## src/sv/swfp_pkg.sv

```systemverilog
// ----------------------------------------------------------------------------
// swfp_pkg: shared types and constants for the scale weight frame parser
// Character codes, result codes and the record passed down the digit chain.
// ----------------------------------------------------------------------------
package swfp_pkg;

	localparam int IN_W     = 8;
	localparam int OUT_W    = 40;
	localparam int WIN_LEN  = 17;
	localparam int N_DIGITS = 7;
	localparam int MAG_W    = 24;
	localparam int FRAC_W   = 3;

	localparam logic [7:0] CH_CR    = 8'h0D;
	localparam logic [7:0] CH_LF    = 8'h0A;
	localparam logic [7:0] CH_COMMA = ",";
	localparam logic [7:0] CH_PLUS  = "+";
	localparam logic [7:0] CH_SPACE = " ";
	localparam logic [7:0] CH_MINUS = "-";
	localparam logic [7:0] CH_POINT = ".";
	localparam logic [7:0] CH_ZERO  = "0";
	localparam logic [7:0] CH_NINE  = "9";

	localparam logic [15:0] PAIR_OL = "OL";
	localparam logic [15:0] PAIR_UL = "UL";
	localparam logic [15:0] PAIR_ST = "ST";
	localparam logic [15:0] PAIR_US = "US";
	localparam logic [15:0] PAIR_NT = "NT";
	localparam logic [15:0] PAIR_GS = "GS";
	localparam logic [15:0] PAIR_KG = "kg";
	localparam logic [15:0] PAIR_TN = "-t";
	localparam logic [15:0] PAIR_GR = "-g";

	typedef enum logic [2:0] {
		STATUS_OK        = 3'd0,
		STATUS_BAD_COMMA = 3'd1,
		STATUS_BAD_STAB  = 3'd2,
		STATUS_BAD_KIND  = 3'd3,
		STATUS_BAD_SIGN  = 3'd4,
		STATUS_BAD_DIGIT = 3'd5,
		STATUS_BAD_UNIT  = 3'd6
	} status_t;

	localparam logic [1:0] STAB_OVER   = 2'd0;
	localparam logic [1:0] STAB_UNDER  = 2'd1;
	localparam logic [1:0] STAB_STABLE = 2'd2;
	localparam logic [1:0] STAB_MOVING = 2'd3;

	localparam logic KIND_NET   = 1'b0;
	localparam logic KIND_GROSS = 1'b1;

	localparam logic [1:0] UNIT_KG = 2'd0;
	localparam logic [1:0] UNIT_TN = 2'd1;
	localparam logic [1:0] UNIT_GR = 2'd2;

	// One frame on its way down the digit chain. Digit slot 0 is the next
	// one to be folded in; slots shift down by one per cell.
	typedef struct packed {
		status_t                      status;
		logic [1:0]                   stab;
		logic                         kind;
		logic                         neg;
		logic [1:0]                   unit;
		logic                         in_frac;
		logic [FRAC_W-1:0]            frac;
		logic [MAG_W-1:0]             mag;
		logic [N_DIGITS-1:0]          is_dig;
		logic [N_DIGITS-1:0][3:0]     digit;
	} acc_t;

endpackage

```

## src/sv/scale_weight_frame_parser_core.sv

```systemverilog
// ----------------------------------------------------------------------------
// scale_weight_frame_parser_core: frame parser for a serial scale
// Keeps the last 17 received bytes and decodes a weight frame on CR LF.
// ----------------------------------------------------------------------------
// Throughput: one byte per cycle; s_tready drops only when the result chain
//   is full and the output register is stalled.
// Path: the accepting edge of the LF loads the decode register, then the
//   frame passes through the seven digit cells and the output register to
//   m_tvalid; a stall downstream can hold it in any of them.
// Reset: arst_n clears the byte window to zero and empties the chain.
// ----------------------------------------------------------------------------
module scale_weight_frame_parser_core (
	input  logic                       clk,
	input  logic                       arst_n,
	input  logic                       s_tvalid,
	output logic                       s_tready,
	input  logic [swfp_pkg::IN_W-1:0]  s_tdata,   // [7:0] rx_byte
	output logic                       m_tvalid,
	input  logic                       m_tready,
	// [2:0] status, [4:3] stability, [5] weight_kind, [6] negative,
	// [30:7] magnitude, [33:31] fraction_digits, [35:34] unit_code, rest zero
	output logic [swfp_pkg::OUT_W-1:0] m_tdata
);
	import swfp_pkg::*;

	// ---------------------------------------------------------------- window
	// win[0] is the oldest byte, win[WIN_LEN-1] the newest.
	logic [7:0] win [WIN_LEN];
	logic       accept;
	logic       trigger;

	assign accept  = s_tvalid && s_tready;
	assign trigger = (s_tdata == CH_LF) && (win[WIN_LEN-1] == CH_CR);

	genvar gi;
	generate
		for (gi = 0; gi < WIN_LEN; gi++) begin : g_win
			logic [7:0] d_in;
			if (gi == WIN_LEN - 1) begin : g_new
				assign d_in = s_tdata;
			end else begin : g_old
				assign d_in = win[gi+1];
			end
			swfp_byte_cell u_cell (
				.clk    (clk),
				.arst_n (arst_n),
				.en     (accept),
				.d      (d_in),
				.q      (win[gi])
			);
		end
	endgenerate

	// ---------------------------------------------------------------- decode
	// Check the frame fields in the window; the first failing check in the
	// order commas, stability, kind, sign, digits, unit sets the status.
	acc_t dec;
	logic stab_ok, kind_ok, sign_ok, digits_ok, unit_ok;

	always_comb begin
		dec         = '0;
		dec.status  = STATUS_OK;
		stab_ok     = 1'b1;
		kind_ok     = 1'b1;
		sign_ok     = 1'b1;
		digits_ok   = 1'b1;
		unit_ok     = 1'b1;

		unique case ({win[0], win[1]})
			PAIR_OL: dec.stab = STAB_OVER;
			PAIR_UL: dec.stab = STAB_UNDER;
			PAIR_ST: dec.stab = STAB_STABLE;
			PAIR_US: dec.stab = STAB_MOVING;
			default: stab_ok  = 1'b0;
		endcase

		unique case ({win[3], win[4]})
			PAIR_NT: dec.kind = KIND_NET;
			PAIR_GS: dec.kind = KIND_GROSS;
			default: kind_ok  = 1'b0;
		endcase

		unique case (win[6]) inside
			CH_PLUS, CH_SPACE: dec.neg     = 1'b0;
			CH_MINUS:          dec.neg     = 1'b1;
			CH_POINT:          dec.in_frac = 1'b1;
			default:           sign_ok     = 1'b0;
		endcase

		for (int k = 0; k < N_DIGITS; k++) begin
			dec.is_dig[k] = (win[7+k] >= CH_ZERO) && (win[7+k] <= CH_NINE);
			dec.digit[k]  = 4'(win[7+k] - CH_ZERO);
			if (!dec.is_dig[k] && (win[7+k] != CH_POINT)) begin
				digits_ok = 1'b0;
			end
		end

		unique case ({win[14], win[15]})
			PAIR_KG: dec.unit = UNIT_KG;
			PAIR_TN: dec.unit = UNIT_TN;
			PAIR_GR: dec.unit = UNIT_GR;
			default: unit_ok  = 1'b0;
		endcase

		if (win[2] != CH_COMMA || win[5] != CH_COMMA) dec.status = STATUS_BAD_COMMA;
		else if (!stab_ok)                             dec.status = STATUS_BAD_STAB;
		else if (!kind_ok)                             dec.status = STATUS_BAD_KIND;
		else if (!sign_ok)                             dec.status = STATUS_BAD_SIGN;
		else if (!digits_ok)                           dec.status = STATUS_BAD_DIGIT;
		else if (!unit_ok)                             dec.status = STATUS_BAD_UNIT;
	end

	// ---------------------------------------------------------- flow control
	// Each stage advances when it is empty or its successor advances, so
	// bubbles collapse and bytes keep flowing while a result waits, until the chain is full.
	logic                en_out;
	logic                en_s1;
	logic [N_DIGITS-1:0] en_c;
	logic [N_DIGITS-1:0] v_c;
	acc_t                acc_c [N_DIGITS];

	assign en_out = !m_tvalid || m_tready;

	generate
		for (gi = 0; gi < N_DIGITS; gi++) begin : g_en
			if (gi == N_DIGITS - 1) begin : g_last
				assign en_c[gi] = !v_c[gi] || en_out;
			end else begin : g_mid
				assign en_c[gi] = !v_c[gi] || en_c[gi+1];
			end
		end
	endgenerate

	// ------------------------------------------------------- decode register
	logic v_s1;
	acc_t acc_s1;

	assign en_s1    = !v_s1 || en_c[0];
	assign s_tready = en_s1;

	always_ff @(posedge clk or negedge arst_n) begin
		if (!arst_n) begin
			v_s1 <= 1'b0;
		end else if (en_s1) begin
			v_s1 <= accept && trigger;
		end
	end

	always_ff @(posedge clk) begin
		if (en_s1) begin
			acc_s1 <= dec;
		end
	end

	// ------------------------------------------------------------ digit chain
	generate
		for (gi = 0; gi < N_DIGITS; gi++) begin : g_mac
			logic vin;
			acc_t din;
			if (gi == 0) begin : g_first
				assign vin = v_s1;
				assign din = acc_s1;
			end else begin : g_next
				assign vin = v_c[gi-1];
				assign din = acc_c[gi-1];
			end
			swfp_mac_cell u_mac (
				.clk    (clk),
				.arst_n (arst_n),
				.en     (en_c[gi]),
				.vin    (vin),
				.din    (din),
				.vout   (v_c[gi]),
				.dout   (acc_c[gi])
			);
		end
	endgenerate

	// ------------------------------------------------------- output register
	// Drop every field but the status on a failed frame.
	acc_t                 fin;
	logic [OUT_W-1:0]     res_d;
	logic [OUT_W-1:0]     res_q;
	logic                 out_v_q;

	assign fin = acc_c[N_DIGITS-1];

	always_comb begin
		res_d       = '0;
		res_d[2:0]  = fin.status;
		if (fin.status == STATUS_OK) begin
			res_d[4:3]   = fin.stab;
			res_d[5]     = fin.kind;
			res_d[6]     = fin.neg;
			res_d[30:7]  = fin.mag;
			res_d[33:31] = fin.frac;
			res_d[35:34] = fin.unit;
		end
	end

	always_ff @(posedge clk or negedge arst_n) begin
		if (!arst_n) begin
			out_v_q <= 1'b0;
		end else if (en_out) begin
			out_v_q <= v_c[N_DIGITS-1];
		end
	end

	always_ff @(posedge clk) begin
		if (en_out) begin
			res_q <= res_d;
		end
	end

	assign m_tvalid = out_v_q;
	assign m_tdata  = res_q;

	// ------------------------------------------------------------ assertions
	a_frame_captured: assert property (@(posedge clk) disable iff (!arst_n)
		accept && trigger |=> v_s1)
		else $error("CR LF frame not captured into decode register");

	a_fail_zeroed: assert property (@(posedge clk) disable iff (!arst_n)
		m_tvalid && (m_tdata[2:0] != STATUS_OK) |-> (m_tdata[OUT_W-1:3] == '0))
		else $error("failed frame carries nonzero fields");

	a_mag_range: assert property (@(posedge clk) disable iff (!arst_n)
		m_tvalid && (m_tdata[2:0] == STATUS_OK) |-> (m_tdata[30:7] <= 24'd9999999))
		else $error("magnitude out of range");

	a_unit_valid: assert property (@(posedge clk) disable iff (!arst_n)
		m_tvalid && (m_tdata[2:0] == STATUS_OK) |-> (m_tdata[35:34] != 2'd3))
		else $error("unit code invalid on ok frame");

endmodule

```

## src/sv/swfp_byte_cell.sv

```systemverilog
// ----------------------------------------------------------------------------
// swfp_byte_cell: one byte of the receive window
// Load the neighbor's byte on every accepted request; clear at reset.
// ----------------------------------------------------------------------------
module swfp_byte_cell (
	input  logic       clk,
	input  logic       arst_n,
	input  logic       en,
	input  logic [7:0] d,
	output logic [7:0] q
);

	logic [7:0] byte_q;

	always_ff @(posedge clk or negedge arst_n) begin
		if (!arst_n) begin
			byte_q <= '0;
		end else if (en) begin
			byte_q <= d;
		end
	end

	assign q = byte_q;

endmodule

```

## src/sv/swfp_mac_cell.sv

```systemverilog
// ----------------------------------------------------------------------------
// swfp_mac_cell: one step of the weight digit chain
// Fold the next digit into the magnitude, track the point, pass it on.
// ----------------------------------------------------------------------------
module swfp_mac_cell (
	input  logic          clk,
	input  logic          arst_n,
	input  logic          en,
	input  logic          vin,
	input  swfp_pkg::acc_t din,
	output logic          vout,
	output swfp_pkg::acc_t dout
);
	import swfp_pkg::*;

	logic valid_q;
	acc_t acc_q;
	acc_t acc_d;

	always_comb begin
		acc_d        = din;
		acc_d.digit  = din.digit >> 4;
		acc_d.is_dig = din.is_dig >> 1;
		if (din.is_dig[0]) begin
			acc_d.mag = (din.mag << 3) + (din.mag << 1) + MAG_W'(din.digit[0]);
			if (din.in_frac) begin
				acc_d.frac = din.frac + FRAC_W'(1);
			end
		end else begin
			// not a digit: a point (bad characters are already flagged)
			acc_d.in_frac = 1'b1;
		end
	end

	always_ff @(posedge clk or negedge arst_n) begin
		if (!arst_n) begin
			valid_q <= 1'b0;
		end else if (en) begin
			valid_q <= vin;
		end
	end

	always_ff @(posedge clk) begin
		if (en) begin
			acc_q <= acc_d;
		end
	end

	assign vout = valid_q;
	assign dout = acc_q;

endmodule

```

## config.mk

```make
export PLATFORM = sky130hd
export DESIGN_NAME = scale_weight_frame_parser_core
export DESIGN_NICKNAME = d
export VERILOG_FILES = /design/src/sv/swfp_pkg.sv /design/src/sv/scale_weight_frame_parser_core.sv /design/src/sv/swfp_byte_cell.sv /design/src/sv/swfp_mac_cell.sv
export SDC_FILE = /design/constraint.sdc
export NUM_CORES = 1
export LEC_CHECK = 0
export BUFFER_PORTS_ARGS = -buffer_cell sky130_fd_sc_hd__buf_2
export CAP_MARGIN = 20
export CORE_AREA = 2 2 206 208
export CTS_BUF_LIST = sky130_fd_sc_hd__clkbuf_4
export DETAILED_ROUTE_END_ITERATION = 12
export DIE_AREA = 0 0 208 210
export PLACE_DENSITY_LB_ADDON = 0.15
export SLEW_MARGIN = 25
export SYNTH_ARGS = -nofsm -noshare
export SYNTH_HDL_FRONTEND = slang
export SYNTH_SLANG_ARGS = --single-unit
```

## constraint.sdc

```tcl
create_clock -name clk -period 4.4 [get_ports clk]
set_input_delay 0.88 -clock clk [delete_from_list [all_inputs] [get_ports clk]]
set_output_delay 0.88 -clock clk [all_outputs]
set_load 0.005 [all_outputs]
```

# Yosys cells after proc, flatten, opt, wreduce, memory -nomap -nowiden

Index checks and enable logic that the tools add are counted.

Bits in registers: 569
Input port bits: 12

Equality and inequality tests: 24
Reductions and logical operators: 49
Magnitude comparators: 14
Bitwise gates (word level): 2
Multiplexer cells: 34
Add/sub/neg operators: 25

Operator list:

| kind                                                                                 | number |
|---|---|
| 27-bit 2-to-1 mux                                                                    | 6 |
| 24-bit by 4-bit adder with 24-bit output                                             | 6 |
| 24-bit adder                                                                         | 5 |
| 16-bit by 15-bit == test with 1-bit output (second input constant)                   | 7 |
| 8-bit by 6-bit != test with 1-bit output (second input constant)                     | 9 |
| 8-bit by 6-bit greater-or-equal comparator with 1-bit output (second input constant) | 7 |
| 8-bit by 6-bit less-or-equal comparator with 1-bit output (second input constant)    | 7 |
| 16-bit by 14-bit == test with 1-bit output (second input constant)                   | 2 |
| 8-bit by 6-bit == test with 1-bit output (second input constant)                     | 4 |
| 4-bit by 1-bit subtractor with 4-bit output (second input constant)                  | 7 |
| 3-bit 2-to-1 mux                                                                     | 9 |
| 3-bit by 1-bit adder with 3-bit output (second input constant)                       | 6 |
| 1-bit logical AND                                                                    | 17 |
| 8-bit by 4-bit == test with 1-bit output (second input constant)                     | 2 |
| 1-bit logical NOT                                                                    | 16 |
| 1-bit 2-to-1 mux                                                                     | 15 |
| 1-bit logical OR                                                                     | 10 |
| 7-bit by 5-bit adder with 8-bit output                                               | 1 |
| 4-bit OR reduction                                                                   | 2 |
| 2-bit case mux with 3 select lines                                                   | 1 |
| 3-bit OR reduction                                                                   | 2 |
| 2-bit 2-to-1 mux                                                                     | 2 |
| 2-bit case mux with 2 select lines                                                   | 1 |
| 3-bit logical NOT                                                                    | 1 |
| 2 further kinds                                                                      | 3 |

# Longest topological paths before layout

Word-level depth: 15
Gate-level depth with buffers: 10

# Cells and area by module

A second synthesis with hierarchy kept.

Cells, all modules: 2836
Area, all modules: 37054.3 µm²

Modules (own cells, without submodules):

| module                             | area each (µm²) | times used | cells each |
|---|---|---|---|
| swfp_mac_cell (g_mac[2].u_mac ...) | 3952.5          | 3          | 328 |
| swfp_mac_cell (g_mac[5].u_mac ...) | 3980.1          | 2          | 328 |
| swfp_mac_cell (g_mac[0].u_mac ...) | 3948.8          | 2          | 328 |
| swfp_byte_cell                     | 331.6           | 17         | 17 |
| scale_weight_frame_parser_core     | 3702.3          | 1          | 251 |

# Worst setup path after synthesis

OpenSTA, ideal clock, no wires.

Kind: in2reg
From: input port m_tready
To: register g_mac[0].u_mac.acc_q, in the netlist g_mac[0].u_mac.dout[0] (enable)
Path buffers: 0
Setup slack: 0.608 ns
Arrival time: 3.106 ns
Cell stages on the path: 6
Path through: nand2b_4 -> nor2_2 -> inv_2 -> nor2_2 -> and2_2 -> nand3_1

Longest elaborated chain between the ends: 8

RTL lines:

| item                          | RTL line                              | source |
|---|---|---|
| from (decl)                   | scale_weight_frame_parser_core.sv:19  | `input logic m_tready,` |
| 1-bit logical OR              | scale_weight_frame_parser_core.sv:122 | `assign en_out = !m_tvalid \|\| m_tready;` |
| 1-bit logical OR              | scale_weight_frame_parser_core.sv:127 | `assign en_c[gi] = !v_c[gi] \|\| en_out;` |
| via g_mac[6].u_mac.en         | swfp_mac_cell.sv:8                    | `input logic en,` |
| 1-bit logical OR (6 in a row) | scale_weight_frame_parser_core.sv:129 | `assign en_c[gi] = !v_c[gi] \|\| en_c[gi+1];` |
| via g_mac[0].u_mac.en         | swfp_mac_cell.sv:8                    |  |
| to (signal assigned)          | swfp_mac_cell.sv:45                   | `acc_q <= acc_d;` |
| to (decl)                     | swfp_mac_cell.sv:17                   | `acc_t acc_q;` |

The timed path passes the listed nets, and every way through them passes these cells.
A chain may end at the register's enable or synchronous reset.

# Worst setup path after layout

From: register out_v_q (netlist: m_tvalid)
To: output port s_tready

Longest elaborated chain between the ends: 10

RTL lines:

| item                          | RTL line                              | source |
|---|---|---|
| from (decl)                   | scale_weight_frame_parser_core.sv:184 | `logic out_v_q;` |
| from (signal assigned)        | scale_weight_frame_parser_core.sv:205 | `out_v_q <= v_c[N_DIGITS-1];` |
| 1-bit logical NOT             | scale_weight_frame_parser_core.sv:122 |  |
| 1-bit logical OR              | scale_weight_frame_parser_core.sv:122 |  |
| via en_out                    | scale_weight_frame_parser_core.sv:116 | `logic en_out;` |
| 1-bit logical OR              | scale_weight_frame_parser_core.sv:127 |  |
| via g_mac[6].u_mac.en         | swfp_mac_cell.sv:8                    |  |
| 1-bit logical OR (6 in a row) | scale_weight_frame_parser_core.sv:129 |  |
| 1-bit logical OR              | scale_weight_frame_parser_core.sv:138 | `assign en_s1 = !v_s1 \|\| en_c[0];` |
| to (decl)                     | scale_weight_frame_parser_core.sv:16  | `output logic s_tready,` |

The timed path passes the listed nets, and every way through them passes these cells.

==> impl_metrics.toml <==
[route]
postRouteAntennaNets = 0
routed_wl_um = 39900
avgViaCountPerCell = 5.52
drt_iter0_markers = 739
dr_total_vias = 13600
wl_met1_um = 17000
highest_layer = "met4"
route.met3.wl_um = 1260
drc_errors = 0
wl_met2_um = 20600
wl_per_cell_um = 16.2
drt-pass1-iter-count = 5

[floorplanning]
core-area_um2 = 41500
std_cell_rows = 75
ios = 54
die_area_um2 = 43700
die_h_um = 210
start_util_pct = 59.0
die_x_um = 208

[sta]
hold_viol = 0
hold-worst-slack_ns = 0.114
tns_ns = 0
min_period_ns = 3.46
relSlewSlack_pct = 34.9
drv_slew = 0
fin_skew_ns = 0.0456
max_freq_mhz = 289
rsz0062_at_grt = "no"
finalSetupViolCount = 0
worst_pin_slew_ns = 0.973
fin_crit_sh_pct = 78.6

[cts]
cts-resized-gates = 0
cts_hold_buffers = 0
cts_sinks = 530
cts-root-buf = "clkbuf_4"
cts_setup_buffers = 0
clk_latency_ns = 0.83
clkTransAtPathRegs_ns = 0.06
clk_path_buf_depth = 3
htreeDepth = 4
numCtsBuffers = 135
tritoncts = "yes"

[job]
drv_cap = 0

[synthesis]
netlist_area_um2 = 24500
synthArstFlopShare_pct = 27.4
synthFlopType = "edfxtp_1"
synth_top_family_by_area = "multiplexers"
synth-edff-count = 385
synthAdderAreaFrac_pct = 9.57
synth.distinct_cells = 85
ys_ff_latch = 530
synthCells = 1655
avgSynthCellArea_um2 = 14.8
synth.yosys.seq_area_share_pct = 62.0
yosys.area_share.simple_pct = 7.81
yosys_warnings = 0
synth.area.mux_share_pct = 9.68
synth_compound_area_share_pct = 6.70
synth_xor_area_share_pct = 2.86

[place]
finalWeightedCongestion = 0.876
numPlacedInstances = 2225
numPortBuffers = 49
dp_hpwl_um = 27800
placed_cell_area_um2 = 25400

[layout]
stdcell_count = 2470
layout_common_cells = "edfxtp_1, clkbuf_4, mux2_2"
syn_to_final_growth_pct = 11.2
layout_commonest_cell = "edfxtp_1"
nets = 2016
drive_gt1_share_pct = 27.6
fin_area_um2 = 27200
fill_cells = 2999

[power_and_ir_drop]
powerDensity_nw_per_um2 = 504
power_uw = 13700
p_leak_uw = 0.0122
peakVddDrop_mv = 0.425

[setup_path]
worstPathRequired_ns = 3.52
crit_type = "flip-flop to output pin"
path_max_fanout = 47
crit_arrival_ns = 2.58
cp-start-kind = "flip-flop"
critPathCaptureType = "output pin"
reg2regPathDepth = 9

[min_path]
min_path_type = "input pin to async pin"

[global_route]
grt_usage_pct = 19.0
grt_max_degree = 90
grt_pass1_vias = 14300
grt-ovfl-total = 0
grt_pass1_wl_um = 68100
antenna_found_initial = 1

[run_status]
status = "finished, final reports clean"
-- critical path, stage by stage, from the launching register on --
cell	delay [ns]
dfrtp_1	0.38
nand2b_4	0.06
nor2_2	0.15
inv_2	0.06
nor2_2	0.15
and2_2	0.26
nand4_4	0.14
buf_4	0.34
buf_2	0.21
-- final cells by class --
class	instances	area, µm²	area share, %
Tap cell	539	674	2.48
Timing Repair Buffer	66	412	1.51
Inverter	23	86.3	0.317
Antenna cell	1	2.50	0.00919
Clock inverter	30	241	0.887
Sequential cell	530	15200	55.8
Clock buffer	213	1600	5.87
Multi-Input combinational cell	1068	9020	33.1
-- synthesized netlist by cell type, types with 4 or more instances --
| cell | number | area share, % |
|---|---|---|
| a211o_1 | 4 | 0.14 |
| a211oi_1 | 9 | 0.28 |
| a21o_1 | 37 | 1.1 |
| a21oi_1 | 70 | 1.4 |
| a22oi_1 | 5 | 0.15 |
| a311oi_1 | 4 | 0.14 |
| a31oi_1 | 10 | 0.26 |
| and2_1 | 50 | 1.3 |
| and3_1 | 7 | 0.18 |
| and4_1 | 6 | 0.21 |
| buf_2 | 10 | 0.20 |
| buf_4 | 4 | 0.12 |
| buf_6 | 5 | 0.23 |
| clkbuf_1 | 13 | 0.20 |
| dfrtp_1 | 145 | 15 |
| edfxtp_1 | 385 | 47 |
| fa_1 | 12 | 0.98 |
| ha_1 | 168 | 8.6 |
| inv_1 | 20 | 0.31 |
| mux2_2 | 207 | 9.5 |
| mux2i_1 | 4 | 0.16 |
| nand2_1 | 63 | 0.97 |
| nand2b_1 | 19 | 0.49 |
| nand3_1 | 28 | 0.57 |
| nand4_1 | 13 | 0.33 |
| nand4b_1 | 6 | 0.21 |
| nor2_1 | 75 | 1.1 |
| nor2b_1 | 13 | 0.33 |
| nor3_1 | 15 | 0.31 |
| nor3b_1 | 7 | 0.21 |
| nor4_1 | 9 | 0.23 |
| nor4b_1 | 5 | 0.18 |
| nor4bb_1 | 8 | 0.33 |
| o211ai_1 | 5 | 0.15 |
| o21a_1 | 14 | 0.43 |
| o21ai_0 | 40 | 0.82 |
| o21ai_1 | 4 | 0.082 |
| or3_1 | 6 | 0.15 |
| xnor2_1 | 56 | 2.0 |
| xor2_1 | 24 | 0.86 |
-- state kept, by name, summed over array words and instances (netlist names) --
register / count
g_win.u_cell.q: 136
g_mac.u_mac.dout: 304
g_mac.u_mac.vout: 7
m_tdata: 36
acc_s1: 45
g_mac.vin: 1
m_tvalid: 1
-- cells by family after synthesis --
family / Yosys count
AOI/OAI and AO/OA: 244
xor gates and xnor gates: 80
adders and majority gates: 180
buffers and inverters: 61
DFF: 530
muxes: 211
other: 1
and+or+nand+nor: 348
-- final timing paths --
kind	start	endpoint	slack [ns]
min	arst_n	g_win[16].u_cell.q[4]	0.11
max	m_tvalid	s_tready	0.94
max reg2reg	g_mac[4].u_mac.dout[35]	g_mac[5].u_mac.dout[57]	1.18
min in group clk	s_tdata[2]	g_win[16].u_cell.q[2]	0.30
max in group asynchronous	arst_n	g_win[10].u_cell.q[6]	3.32
min reg2reg	g_mac[3].u_mac.dout[9]	g_mac[4].u_mac.dout[5]	0.39
-- stage by stage --
stage / utilization, % / setup slack (ns)
after floorplan: - / 0.608
after global placement: 61.1 / 1.10
after detailed placement: 61.1 / 1.05
after CTS: 65.6 / 0.859
after global routing: 65.6 / 0.717
final: 65.6 / 0.941
-- per-layer routing --
layer | GRT usage (%) | up-vias
met4 | 8.63 | 0
met5 | 0 | -
li1 | - | 6703
met3 | 3.75 | 83
met2 | 33.8 | 218
met1 | 22.4 | 6640
-- power breakdown --
group          leakage, µW  switching [µW]  internal [µW]  total (µW)
Clock              0.00109            1870           2430        4300
Sequential         0.00624             784           6580        7360
Combinational      0.00490             946           1120        2070
Note: power is estimated with default switching activity, not from simulation.
